--- src/rtl/core/hufd_pkg.sv ---
// Shared types and constants for the Huffman tree load and decode block.
package hufd_pkg;

   localparam int SYM_BITS = 8;   // bits per leaf symbol
   localparam int NODE_W   = 9;   // node index width, covers up to 511 nodes
   localparam int CNT_W    = 32;  // symbol count width

   localparam logic ST_OK    = 1'b0;
   localparam logic ST_ERROR = 1'b1;

   typedef enum logic [3:0] {
      PH_TREE   = 4'b0001,
      PH_LEAF   = 4'b0010,
      PH_DECODE = 4'b0100,
      PH_IDLE   = 4'b1000
   } phase_type;

   typedef struct packed {
      logic bit_req;
      logic first;
   } req_type;

   typedef struct packed {
      logic [SYM_BITS-1:0] symbol;
      logic                last;
      logic                status;
   } rsp_type;

   // one parent stack entry: left-filled flag and node index
   typedef struct packed {
      logic              filled;
      logic [NODE_W-1:0] node;
   } stack_entry_type;

   typedef struct packed {
      logic              clear;
      logic              set_flag;
      logic              pop;
      logic              push;
      logic [NODE_W-1:0] node;
   } stack_op_type;

   typedef struct packed {
      logic                link_en;
      logic                link_right;
      logic [NODE_W-1:0]   link_addr;
      logic [NODE_W-1:0]   link_data;
      logic                leaf_en;
      logic [NODE_W-1:0]   leaf_addr;
      logic                leaf_is_leaf;
      logic [SYM_BITS-1:0] leaf_symbol;
   } node_wr_type;

   typedef struct packed {
      logic [NODE_W-1:0]   left;
      logic [NODE_W-1:0]   right;
      logic                is_leaf;
      logic [SYM_BITS-1:0] symbol;
   } node_rd_type;

endpackage

--- src/rtl/core/hufd_out_fifo.sv ---
// Two-entry result queue in front of the rsp channel.
module hufd_out_fifo (
   input  logic              clock,
   input  logic              reset,
   input  logic              push,
   input  hufd_pkg::rsp_type push_data,
   output logic              rsp_valid,
   input  logic              rsp_stall,
   output hufd_pkg::rsp_type rsp_data,
   output logic [1:0]        count
);
   import hufd_pkg::*;

   rsp_type    entry_ff [2];
   logic       wr_ptr_ff, rd_ptr_ff;
   logic [1:0] count_ff, count_in;
   logic       pop;

   assign rsp_valid = (count_ff != 2'd0);
   assign pop       = rsp_valid && !rsp_stall;
   assign rsp_data  = entry_ff[rd_ptr_ff];
   assign count     = count_ff;
   assign count_in  = count_ff + 2'(push) - 2'(pop);

   always_ff @(posedge clock) begin
      if (push) begin
         entry_ff[wr_ptr_ff] <= push_data;
      end
   end

   always_ff @(posedge clock) begin
      if (reset) begin
         wr_ptr_ff <= 1'b0;
         rd_ptr_ff <= 1'b0;
         count_ff  <= 2'd0;
      end else begin
         if (push) wr_ptr_ff <= ~wr_ptr_ff;
         if (pop)  rd_ptr_ff <= ~rd_ptr_ff;
         count_ff <= count_in;
      end
   end

endmodule

--- config.mk ---
export PLATFORM = sky130hd
export DESIGN_NAME = hufd_out_fifo
export DESIGN_NICKNAME = d
export VERILOG_FILES = /design/src/rtl/core/hufd_pkg.sv /design/src/rtl/core/hufd_out_fifo.sv
export SDC_FILE = /design/constraint.sdc
export NUM_CORES = 1
export LEC_CHECK = 0
export ABC_AREA = 1
export ABC_CLOCK_PERIOD_IN_PS = 2100
export BUFFER_PORTS_ARGS = -buffer_cell sky130_fd_sc_hd__buf_2
export CAP_MARGIN = 40
export CORE_UTILIZATION = 45
export CTS_CLUSTER_DIAMETER = 80
export DETAILED_ROUTE_END_ITERATION = 7
export GPL_TIMING_DRIVEN = 0
export HOLD_SLACK_MARGIN = 0.05
export PLACE_DENSITY = 0.7
export SLEW_MARGIN = 20
export SYNTH_ARGS = -nofsm -noshare
export SYNTH_HDL_FRONTEND = slang
export SYNTH_SLANG_ARGS = --single-unit
--- constraint.sdc ---
create_clock -name clock -period 2.1 [get_ports clock]
set_input_delay 0 -clock clock [delete_from_list [all_inputs] [get_ports clock]]
set_output_delay 0 -clock clock [all_outputs]
set_load 0.02 [all_outputs]
Word level (Yosys, flattened, before mapping)
Memories as Yosys holds them, arrays and structs flattened. A register that Yosys moved wholly into a read port is not among the register bits.
Cells that the tools add are included.
{"block": "op_classes", "addsub": 2, "mul": 0, "div": 0, "order_cmp": 0, "n_eq_ne": 0, "shifts": 0, "muxes": 4, "bitwise_logic": 2, "reduce_logical": 3}
{"op": "$mux W1", "n": 4}
{"op": "$add A2 B1 Y2", "n": 1}
{"op": "$not A1 Y1", "n": 2}
{"op": "$reduce_bool A2 Y1", "n": 1}
{"op": "$sub A2 B1 Y2", "n": 1}
{"op": "$logic_and A1 B1 Y1", "n": 1}
{"op": "$logic_not A1 Y1", "n": 1}
{"block": "word_totals", "reg_bits": 4, "latchBits": 0, "ramBits": 20, "mem_bits_ro": 0, "input_bits": 14, "out_inout_bits": 13, "wordCells": 15, "memories": 1}
{"memory": "entry_ff", "depth": 2, "word_bits": 10, "read_ports": 1, "rd_clocked_by_memory_dff": 1, "wr": 1, "line_no": "hufd_out_fifo.sv:14", "source": "rsp_type entry_ff [2];"}

Longest topological paths before layout
{"block": "depth", "ltp_word": 4, "ltp_mapped": 10, "depth_no_buf": 10}

Worst setup path before layout
Ideal clock, no wire load.
{"block": "synth_timing", "path_kind": "reg-to-reg", "startpoint": "register count_ff[1] (netlist: count[1])", "endpoint": "register count_ff[1] (netlist: count[1])", "setup_time_ns": 0.115, "arrival_time_ns": 1.324, "t_required_ns": 1.985, "path_slack_ns": 0.661, "path_stages_with_launch": 9, "path_buffers": 0, "synth_period_minus_slack_ns": 1.439, "cell_sequence": "dfxtp_1 -> nor2_1 -> nor2_1 -> ha_1 -> inv_1 -> ha_1 -> nand2_1 -> a21oi_1 -> nor2_1"}
{"block": "synth_between", "elab_chain_len": 3, "word_cells_on_any_way": 4, "classes_between": "add/sub: 2; reduce/logical: 2"}
{"item": "start, declared", "line_no": "hufd_out_fifo.sv:16", "source": "logic [1:0] count_ff, count_in;"}
{"item": "start signal, assigned", "line_no": "hufd_out_fifo.sv:39", "source": "count_ff <= count_in;"}
{"item": "$reduce_bool A2 Y1", "line_no": "hufd_out_fifo.sv:19", "source": "assign rsp_valid = (count_ff != 2'd0);"}
{"item": "$logic_and A1 B1 Y1", "line_no": "hufd_out_fifo.sv:20", "source": "assign pop = rsp_valid && !rsp_stall;"}
{"item": "via pop", "line_no": "hufd_out_fifo.sv:17", "source": "logic pop;"}
{"item": "$sub A2 B1 Y2", "line_no": "hufd_out_fifo.sv:23", "source": "assign count_in = count_ff + 2'(push) - 2'(pop);"}
The timed path passes the listed nets, and every way through them passes these cells.
A chain may end at the register's enable or synchronous reset.

Final worst setup path
Same ends and word-level chain as after synthesis.

==> summary.md <==
| Metric | Value |
|---|---|
| Crit Path Class | `register to register` |
| Synth Area in XOR/XNOR | `0%` |
| Worst EP required | `~2.3 ns` |
| Final setup viols | `0` |
| Post-CTS setup repair buffer count | `0` |
| Status | `completed` |
| Vias in the first global route | `~600` |
| Starting DRC count in detailed routing | `3` |
| Netlist cell types | `11` |
| CTS tree | `built` |
| Critical Path Stages | `8` |
| Cell family with most CP delay | `flip-flops` |
| CTS Root Buffer Type | `clkbuf_4` |
| IO buf count | `26` |
| Hold Path Depth | `2` |
| Hold_sp | `push_data[1]` |
| Worst Setup Start Kind | `register` |
| Die W | `49.08 microns` |
| Max Clk Rate | `between 600 and 700 MHz` |
| Clk slew on worst S/H paths | `0.12 ns` |
| Worst-Margin Slew | `about 0.81 ns` |
| Setup WS pre-CTS | `0.6696 ns` |
| Commonest non-fill, non-tap cell in the layout | `buf_2` |
| Adder-cell share of the synthesized area | `~2.5%` |
| Die ar. | `2408 sq um` |
| Fill count | `about 160` |
| Cell mode on critical path | `nor2_1` |
| Gr usage total | `14.55%` |
| IO Count | `27` |
| Multi-input gate area | `251.5 sq um` |
| Sequential cell area | `~700 sq um` |
| Core Area | `2022 sq um` |
| Most frequent cells in the layout | `buf_2, edfxtp_1, dlygate4sd3_1, mux2_4` |
| Dpl hpwl | `1.046 mm` |
| Tcrit/Tclk final | `between 60% and 70%` |
| Total Wirelength | `1.508 mm` |
| Drt via density | `~4.5` |
| Worst reg2reg path startpoint | `count[1]` |
| Syn_area_per_cell | `15.11 sq um` |
| Critical path buffers and inverters | `1` |
| First-pass GRT wire length | `about 2.5 mm` |
| Compound-cell area share of the yosys netlist | `0.5019%` |
| Crit-path max FO | `4` |
| Worst min path class | `input pin to register` |
| Total grt overflow | `0` |
| Post-synthesis mux area share | `15.06%` |
| Mapped Cells | `66` |
| DR vias | `a little over 600` |
| Sequential fraction of the synthesis area | `70.26%` |
| Crit. Startpoint | `count[1]` |
| Worst VDD drop | `0.6584 mV` |
| Num rows | `16` |
| Largest net degree at the start of global routing | `14` |
| Sequence of cells on the critical path | `nor2_1 > nor2_1 > ha_1 > inv_1 > ha_1 > nand2_1 > a21oi_1 > nor2_1` |
| Setup WS post-layout | `0.6672 ns` |
| Element type at the critical path end | `register` |
| Ant. Diodes | `0` |
| Final Max Tran Viols | `0` |
| Slew HR | `46.08%` |
| Share of post-route cells with drive strength above 1 | `between 30% and 40%` |
| Worst-Skew Late Latency | `0.31 ns` |
| Max clock buf depth | `2` |
| Critical Path Slowest Stage Cell | `dfxtp_1` |
| Biggest cell delay along the critical path | `0.40 ns` |
| Synth Warn # | `0` |
| Max H-tree Level | `1` |
| #FFs+latches synth | `25` |
| Initial Utilization | `49.32%` |
| Number of CTS-inserted buffers | `3` |
| Initial antenna violation count | `0` |
| Die Y | `49.08 microns` |
| Net Count, Synth | `between 80 and 90` |
| Final core occ | `around two thirds` |
| Maxcap violations | `0` |
| Wire length per cell | `roughly 11 microns` |
| Antenna Nets Post-Route | `0` |
| Final nets | `between 100 and 150` |
| Pwr dens | `960.8 nW/um^2` |
| CTS sink cnt | `25` |
| DRC | `0` |
| Fin crit period | `1.433 ns` |
| Lkg Pwr | `0.5812 nW` |
| Path depth of the worst reg2reg path | `8` |
| Post-Synth Simple-Gate Area | `7.152%` |
| Mapped Area | `997.2 sq um` |
| Max Clock Skew | `~0.0046 ns` |
| Setup tns final | `0 ns` |
| Area Overhead vs Synth | `32.12%` |
| TritonRoute pass-1 iters | `2` |
| Critical Path AT | `1.65 ns` |
| GPL Wtd Cong | `0.6055` |
| Final hold violation count | `0` |
| Main combinational cell family by area after synthesis | `multiplexers` |
| RSZ-0062 raised after global routing | `false` |
==> report_power, final <==
group          switching [mW]  total, mW  leakage (nW)  internal [mW]
Combinational           0.248      0.449         0.337          0.202
Sequential             0.0262      0.615         0.229          0.589
Clock                   0.127      0.201        0.0150         0.0742
==> sequential cells by signal, summed over array words and instances, names as in the netlist, named ones only <==
register and flops:
rd_ptr_ff 1, count 2, wr_ptr_ff 1, entry_ff 20
==> stage by stage <==
step | std cells | total power [mW] | cell area (sq um) | hold WS [ns]
4_1_cts | 136 | 1.282 | 1318 | 0.3917
2_1_floorplan | 66 | 0.9438 | 997.2 | 0.07122
3_3_place_gp | 119 | 1.042 | 1161 | 0.1884
5_1_grt | 136 | 1.340 | 1318 | 0.3990
6_report | 136 | 1.266 | 1318 | 0.4031
3_5_place_dp | 119 | 1.065 | 1161 | 0.1924
==> final timing paths <==
path / slack, ns / end
worst max-delay path: 0.67 / count[1]
worst min-delay path: 0.40 / entry_ff[0][1]
worst max register to register: 0.67 / count[1]
worst min register to register: 0.52 / wr_ptr_ff
==> worst reg2reg max path: stages (launching register included) <==
cell and delay [ns]:
dfxtp_1 0.40, nor2_1 0.07, nor2_1 0.13, ha_1 0.25
inv_1 0.06, ha_1 0.15, nand2_1 0.07, a21oi_1 0.15
nor2_1 0.06
==> cell usage after synthesis (all sizes together) <==
master   n  area (sq um)
a21oi    1         5.000
buf      1         11.26
dfxtp    5         100.1
edfxtp  20         600.6
ha       2         25.02
inv      9         33.78
mux2    10         150.1
nand2    6         22.52
nand3    2         10.01
nor2     9         33.78
nor3     1         5.000
==> logic make-up after synthesis <==
| family | count (synthesis) |
|---|---|
| adders and majority gates | 2 |
| muxes | 10 |
| AOI/OAI and AO/OA | 1 |
| buffers and inverters | 10 |
| and+or+nand+nor | 18 |
| DFF | 25 |
==> timing repair <==
item | in CTS | in global routing
hold endpoints to repair | 25 | 0
hold buffers | 13 | 0
gates resized for setup | 0 | 0
==> layout make-up <==
| cell class | instances | share of cell area, % |
|---|---|---|
| tap | 27 | 2.564 |
| sequential | 25 | 53.18 |
| timing repair buffer | 39 | 19.75 |
| clock buffer | 4 | 1.994 |
| buffer | 1 | 0.8547 |
| inverter | 9 | 2.564 |
| multi-input combinational | 31 | 19.09 |
==> per-layer routing <==
metal / routed length [microns] / global-route usage (%) / share of wire [%] / vias to the layer above
li1: - / - / - / 311
met3: 86 / 3.738 / 5.7 / 5
met5: 0 / 0 / 0 / -
met1: 590 / 13.99 / 39 / 269
met4: 40 / 10.29 / 2.7 / 0
met2: 791 / 26.48 / 52 / 22
Note: power is estimated with default switching activity, not from simulation.
