==> src/rtl/core/hufd_pkg.sv <==
// Shared types and constants for the Huffman tree load and decode block.
package hufd_pkg;

   localparam int SYM_BITS = 8;   // bits per leaf symbol
   localparam int NODE_W   = 9;   // node index width, covers up to 511 nodes
   localparam int CNT_W    = 32;  // symbol count width

   localparam logic ST_OK    = 1'b0;
   localparam logic ST_ERROR = 1'b1;

   typedef enum logic [3:0] {
      PH_TREE   = 4'b0001,
      PH_LEAF   = 4'b0010,
      PH_DECODE = 4'b0100,
      PH_IDLE   = 4'b1000
   } phase_type;

   typedef struct packed {
      logic bit_req;
      logic first;
   } req_type;

   typedef struct packed {
      logic [SYM_BITS-1:0] symbol;
      logic                last;
      logic                status;
   } rsp_type;

   // one parent stack entry: left-filled flag and node index
   typedef struct packed {
      logic              filled;
      logic [NODE_W-1:0] node;
   } stack_entry_type;

   typedef struct packed {
      logic              clear;
      logic              set_flag;
      logic              pop;
      logic              push;
      logic [NODE_W-1:0] node;
   } stack_op_type;

   typedef struct packed {
      logic                link_en;
      logic                link_right;
      logic [NODE_W-1:0]   link_addr;
      logic [NODE_W-1:0]   link_data;
      logic                leaf_en;
      logic [NODE_W-1:0]   leaf_addr;
      logic                leaf_is_leaf;
      logic [SYM_BITS-1:0] leaf_symbol;
   } node_wr_type;

   typedef struct packed {
      logic [NODE_W-1:0]   left;
      logic [NODE_W-1:0]   right;
      logic                is_leaf;
      logic [SYM_BITS-1:0] symbol;
   } node_rd_type;

endpackage

==> src/rtl/core/hufd_stack.sv <==
// Parent stack: top entry in flops, lower entries in a memory; the top is refilled from it after a pop.
module hufd_stack #(
   parameter int SYMBOLS = 256
) (
   input  logic                          clock,
   input  logic                          reset,
   input  hufd_pkg::stack_op_type        op,
   output hufd_pkg::stack_entry_type     top,
   output logic [$clog2(SYMBOLS+1)-1:0]  depth
);
   import hufd_pkg::*;

   localparam int DW  = $clog2(SYMBOLS + 1);
   localparam int SAW = $clog2(SYMBOLS);

   stack_entry_type stack_mem [SYMBOLS];

   stack_entry_type top_ff, top_in;
   stack_entry_type rd_ff;
   logic [DW-1:0]   depth_ff, depth_in;
   logic            load_ff, load_in;
   logic [DW-1:0]   d_eff, d_m1, d_m2;
   logic            wr_en, rd_en;

   always_comb begin
      d_eff    = op.clear ? '0 : depth_ff;
      d_m1     = d_eff - DW'(1);
      d_m2     = d_eff - DW'(2);
      depth_in = d_eff;
      top_in   = (load_ff && !op.clear) ? rd_ff : top_ff;
      load_in  = 1'b0;
      wr_en    = 1'b0;
      rd_en    = 1'b0;
      if (op.push) begin
         top_in.filled = 1'b0;
         top_in.node   = op.node;
         if (op.set_flag) begin
            // old top, now left-filled, moves down into the memory
            wr_en    = 1'b1;
            depth_in = d_eff + DW'(1);
         end else if (!op.pop) begin
            depth_in = d_eff + DW'(1);
         end
      end else if (op.set_flag) begin
         top_in.filled = 1'b1;
      end else if (op.pop) begin
         depth_in = d_m1;
         if (d_eff > DW'(1)) begin
            rd_en   = 1'b1;
            load_in = 1'b1;
         end
      end
   end

   always_ff @(posedge clock) begin
      if (wr_en) begin
         stack_mem[d_m1[SAW-1:0]] <= '{filled: 1'b1, node: top_ff.node};
      end
      if (rd_en) begin
         rd_ff <= stack_mem[d_m2[SAW-1:0]];
      end
   end

   always_ff @(posedge clock) begin
      top_ff <= top_in;
      if (reset) begin
         depth_ff <= '0;
         load_ff  <= 1'b0;
      end else begin
         depth_ff <= depth_in;
         load_ff  <= load_in;
      end
   end

   assign top   = top_ff;
   assign depth = depth_ff;

endmodule

==> config.mk <==
export PLATFORM = sky130hd
export DESIGN_NAME = hufd_stack
export DESIGN_NICKNAME = d
export VERILOG_FILES = /design/src/rtl/core/hufd_pkg.sv /design/src/rtl/core/hufd_stack.sv
export SDC_FILE = /design/constraint.sdc
export NUM_CORES = 2
export LEC_CHECK = 0
export BUFFER_PORTS_ARGS = -buffer_cell sky130_fd_sc_hd__buf_2
export CAP_MARGIN = 0
export CORE_ASPECT_RATIO = 0.75
export CORE_MARGIN = 3
export CORE_UTILIZATION = 58
export DETAILED_ROUTE_END_ITERATION = 7
export HOLD_SLACK_MARGIN = 0.02
export PLACE_DENSITY = 0.73
export SYNTH_ARGS = -nofsm -noshare
export SYNTH_HDL_FRONTEND = slang
export SYNTH_SLANG_ARGS = --single-unit
==> constraint.sdc <==
create_clock -name clock -period 5 [get_ports clock]
set_clock_uncertainty 0.15 [all_clocks]
set_input_delay 0.5 -clock clock [delete_from_list [all_inputs] [get_ports clock]]
set_output_delay 0.5 -clock clock [all_outputs]
set_load 0.02 [all_outputs]
-- After elaboration in Yosys (flattened, before gate mapping)
Memories as Yosys holds them, arrays and structs flattened. A register that Yosys moved wholly into a read port is not among the register bits.
Cells that the tools add are included.
- register bits: 21
- memory bits (writable): 2304
- input port bits: 15
- output and inout bits: 19
- logic and storage cells: 31
- memories: 1
- memory list (memory ; depth ; bits a word ; rd ports ; clocked after memory_dff ; wr ports ; RTL line ; source):
    stack_mem ; 256 ; 9 ; 1 ; 1 ; 1 ; hufd_stack.sv:16 ; stack_entry_type stack_mem [SYMBOLS];
- add/subtract/negate cells: 3
- $lt $le $gt $ge: 1
- mux-type cells: 17
- reduce and logical (&&, ||, !) cells: 4
- operator list (operator ; number):
    two-way mux 9 bit ; 7
    two-way mux 10 bit ; 1
    adder 9 x 1 -> 9 bit, second input constant ; 1
    > comparator 9 x 1 -> 1 bit, second input constant ; 1
    two-way mux 1 bit ; 9
    subtractor 9 x 1 -> 9 bit, second input constant ; 1
    subtractor 8 x 2 -> 8 bit, second input constant ; 1
    nonzero test 2 bit ; 2
    logical AND 1 bit ; 1
    logical NOT 1 bit ; 1

-- Longest topological paths before layout
- word-level depth: 6
- gate-level depth with buffers: 18
- depth with buffers taken out: 9

-- Least setup slack after synthesis
Ideal clock, no wire load.
- path kind: input port to flip-flop
- start: input port op[12] in the netlist's numbering
- end: memory stack_mem[38][0] in the netlist's numbering, enable pin
- setup time: 0.374 ns
- arrival: 3.902 ns
- required time: 4.476 ns
- path slack: 0.574 ns
- stages: 17
- path buffers: 8
- cell sequence: buf_2 -> nor2b_1 -> buf_2 -> inv_1 -> buf_2 -> buf_2 -> buf_2 -> buf_2 -> buf_1 -> ha_1 -> inv_1 -> o21ai_0 -> a21boi_0 -> nor2b_1 -> nand2_1 -> clkbuf_1 -> nor2_1
- longest elaborated chain between the ends: 2
- RTL lines (item ; RTL line ; source):
    from (decl) ; hufd_stack.sv:7 ; input hufd_pkg::stack_op_type op,
    two-way mux 9 bit ; hufd_stack.sv:26 ; d_eff = op.clear ? '0 : depth_ff;
    subtractor 9 x 1 -> 9 bit ; hufd_stack.sv:27 ; d_m1 = d_eff - DW'(1);
    to (decl) ; hufd_stack.sv:16 ;
No other way between the ends.

-- Worst setup path after layout
- start: register depth_ff[1], in the netlist depth[1]
- end: memory stack_mem[237][1] in the netlist's numbering, enable pin
- longest elaborated chain between the ends: 2
- RTL lines (item ; RTL line ; source):
    from (decl) ; hufd_stack.sv:20 ; logic [DW-1:0] depth_ff, depth_in;
    from (signal assigned) ; hufd_stack.sv:70 ; depth_ff <= depth_in;
    two-way mux 9 bit ; hufd_stack.sv:26 ;
    subtractor 9 x 1 -> 9 bit ; hufd_stack.sv:27 ;
No other way between the ends.

==> summary.md <==
| Metric | Value |
|---|---|
| Run status | finished, final reports clean |
| Syn. warnings | 0 |
| First-pass GRT wire length | around 420000 µm |
| Unrepaired setup endpoints after global routing | false |
| Number of antenna violations at the first check in global routing | 18 |
| Most common cell in the synthesized netlist | edfxtp_1 |
| Syn_area_per_cell | 16.3 µm² |
| Number of I/O pins | 34 |
| Most area-hungry cell type in the Yosys netlist | edfxtp_1 |
| CP max FO | 52 |
| Reg2Reg Depth | 10 |
| Levels on crit path | 10 |
| Final hold vios | 0 |
| Synth unique cells | a little over 80 |
| CTS root buffer | clkbuf_16 |
| Synth top area cells | edfxtp_1, mux4_2, mux2i_1 |
| Final setup violating endpoints | 0 |
| TritonCTS Buffers | 208 |
| Routed WL | roughly 300000 µm |
| Mapped Nets | between 5000 and 6000 |
| Routed wire length on met3 | between 50000 and 60000 µm |
| Fin crit share | 97.3% |
| Pre-CTS setup slack | 0.521 ns |
| Slew at the pin closest to its max-slew limit | approximately 1.4 ns |
| Lkg Pwr | between 0.03 and 0.04 µW |
| Post-route ant nets | 0 |
| Vias in the first global route | 55700 |
| Crit Path Category | reg -> reg |
| DRT Pass-1 Iters | 6 |
| R2r startpoint | depth[1] |
| Internal reg-to-reg setup slack | between 0.1 and 0.15 ns |
| Crit path from | depth[1] |
| Worst-case clock buffer depth | 3 |
| Initial DRC count | 11100 |
| Vias | 59000 |
| Startpoint type of the worst setup path | flop |
| Timing endpoint of the critical path | stack_mem[237][1] |
| Fin nets | 6101 |
| Setup Fix Bufs, Post-CTS | 0 |
| CTS HTree Levels | 4 |
| Worst skew pair latency | around 0.86 ns |
| Peak VDD IR | 0.000410 V |
| Routed vias/inst | slightly above 7 |
| TritonCTS clock tree | done |
| Fmax | 206 MHz |
| Synthesized cell area | 93400 µm² |
| R2R Path End | stack_mem[237][1] |
| Sequential area share after synthesis | 74.9% |
| Final weighted congestion in routability-driven placement | 0.981 |
| Buffers added on ports | 33 |
| Slowest CP cell | a21oi_1 |
| Clock sinks | 2333 |
| Rows | around 130 |
| Commonest cells post-synth | edfxtp_1, nand2_1, nor2_1, mux2i_1, a211oi_1 |
| Maxcap violations | 0 |
| Crit path required time | 5.39 ns |
| Largest net degree at the start of global routing | 145 |
| EDFF count, synth | roughly 2300 |
| Initial Util | 58.9% |
| Die Wd | between 400 and 500 µm |
| Register clock-pin slew on the reported worst setup and hold paths | 0.07 ns |
| Total grt overflow | 0 |
| Drc violations | 0 |
| Total die area | 166000 µm² |
| FF+latch count, synth | 2333 |
| CP arrival | 5.26 ns |
| Buf/Inv on CP | 3 |
| Delay-heaviest family, CP | simple AND/OR/NAND/NOR gates |
| Die extent in y | 354 µm |
| Final WS setup | 0.134 ns |
| Layout cell share with drive strength beyond 1 | 17.3% |
| WL/cell | between 30 and 40 µm |
| Endpoint type of the worst setup path | flop |
| Top Metal Used | met5 |
| Worst stage delay on the critical path | 0.92 ns |
| Area grow syn2layout | 12.9% |
| Fin Setup TNS | 0 ns |
| Hold crit path type | in -> reg |
| Top FF cell, synth | edfxtp_1 |
| Share of flip-flops with an asynchronous set or reset | 0% |
| Final Max Slew Viols | 0 |
| Wl on met1 | 106000 µm |
| Gate Count Post-Synth | 5734 |
| Routed wl met2 | 125000 µm |
| Post-detail-place hpwl | 181000 µm |
| Slew headroom | 6.71% |
| Core area | 159000 µm² |
| PD cells | 388 nW/µm² |
| Critical-path cell list | nor2b_4, inv_8, ha_1, buf_4, o21ai_0, nand2_1, a21oi_1, nand2_1, nor2_1, buf_4 |
| Post-route minimum period | 4.87 ns |
| Top-area cell type share of the netlist area | 74.6% |
| GRT Total Usage | 35.4% |
## worst min path at each step
stage                        from        to  slack, ns  cells after the start
after floorplan           load_ff    top[9]       0.30                      2
after global placement     top[9]    top[9]       0.35                      2
after detailed placement   top[9]    top[9]       0.35                      2
after CTS                  op[10]  depth[1]       0.18                      4
after global routing       op[12]  depth[4]       0.24                      4
final                      op[10]  depth[1]       0.23                      4
## cell type report
type	count	area [µm²]
Tap cell	2112	2640
Sequential cell	2333	70000
Clock buffer	264	5500
Clock inverter	115	1090
Timing Repair Buffer	542	4610
Multi-Input combinational cell	2987	21600
Antenna cell	15	37.5
Fill cell	10500	53100
Inverter	11	56.3
## cells by family (layout without fill, tap and decap cells)
| group | Yosys count | count (layout) | synth area share [%] |
|---|---|---|---|
| compound gates | 1055 | 1055 | 7.63 |
| xor+xnor | 6 | 6 | 0.0643 |
| fa+ha+maj | 3 | 3 | 0.0402 |
| buf+inv | 414 | 932 | 2.14 |
| flops | 2333 | 2333 | 74.9 |
| mux | 569 | 569 | 8.81 |
| other cells | 0 | 15 | 0 |
| simple gates | 1354 | 1354 | 6.44 |
## worst register-to-register path, delay by kind of cell (launching register included)
kind	cells	cell delay, ns
AND/OR/NAND/NOR	4	1.74
buffers and inverters	3	0.62
AO/OA/AOI/OAI	2	1.00
adder cells (fa/ha/maj)	1	0.32
flip-flops	1	0.73
## cell usage in the layout, fill, tap and decap left out, types with 7 or more instances in the layout
cell type         n
dlygate4sd3_1    12
inv_1             8
diode_2          15
nand2_1         587
a22oi_1          47
nor2b_1         176
nor2_1          357
o22ai_1          96
mux2i_1         340
nor3_1           47
a221o_1           7
o2111ai_1         7
clkbuf_1         52
nor4_1           13
buf_12           47
a2111oi_0         8
a221oi_1         44
clkinv_1         45
or3_1             8
clkbuf_16       212
edfxtp_1       2322
nand4_1          18
o221ai_1         28
a211oi_1        209
a31oi_1         134
o31ai_1           9
mux2_2           28
mux4_2          200
and3_1           13
a21oi_1         188
dfxtp_1           8
nand3_1          91
o211ai_1         69
buf_4           451
o21ai_0         119
bufinv_16        18
buf_2            32
clkinv_2         36
a311oi_1         26
## timing repair
action                                 in CTS  in global routing
resized for setup                           0                  0
hold buffers                               12                  0
endpoints found under the hold margin      20                  0
## sequential cells by signal (all words and copies together), names as in the netlist
signal and count:
depth 9, rd_ff 9, top 10, load_ff 1
stack_mem 2304
## stage by stage
step           util [%]  instances  hold slack, ns  total power (µW)  area (µm²)
2_1_floorplan         -       5734           0.300             24000       93400
3_3_place_gp       62.3       7973           0.354             25300       98700
3_5_place_dp       62.3       7973           0.355             25400       98700
4_1_cts            66.5       8364           0.185             40900      105000
5_1_grt            66.5       8366           0.244             41800      105000
6_report           66.5       8379           0.231             41000      105000
## per-layer routing
layer / GRT usage (%) / up-vias
met2: 49.2 / 5482
met3: 14.0 / 826
met1: 49.9 / 29300
li1: - / 23400
met5: 0 / -
met4: 15.2 / 12
## where the power goes
group	internal [µW]	total (µW)	leakage [µW]	switching, µW
Clock	8700	15800	0.00322	7120
Combinational	964	3490	0.00997	2520
Sequential	21600	21600	0.0210	48.2
Power figures use the tool's default switching activity.
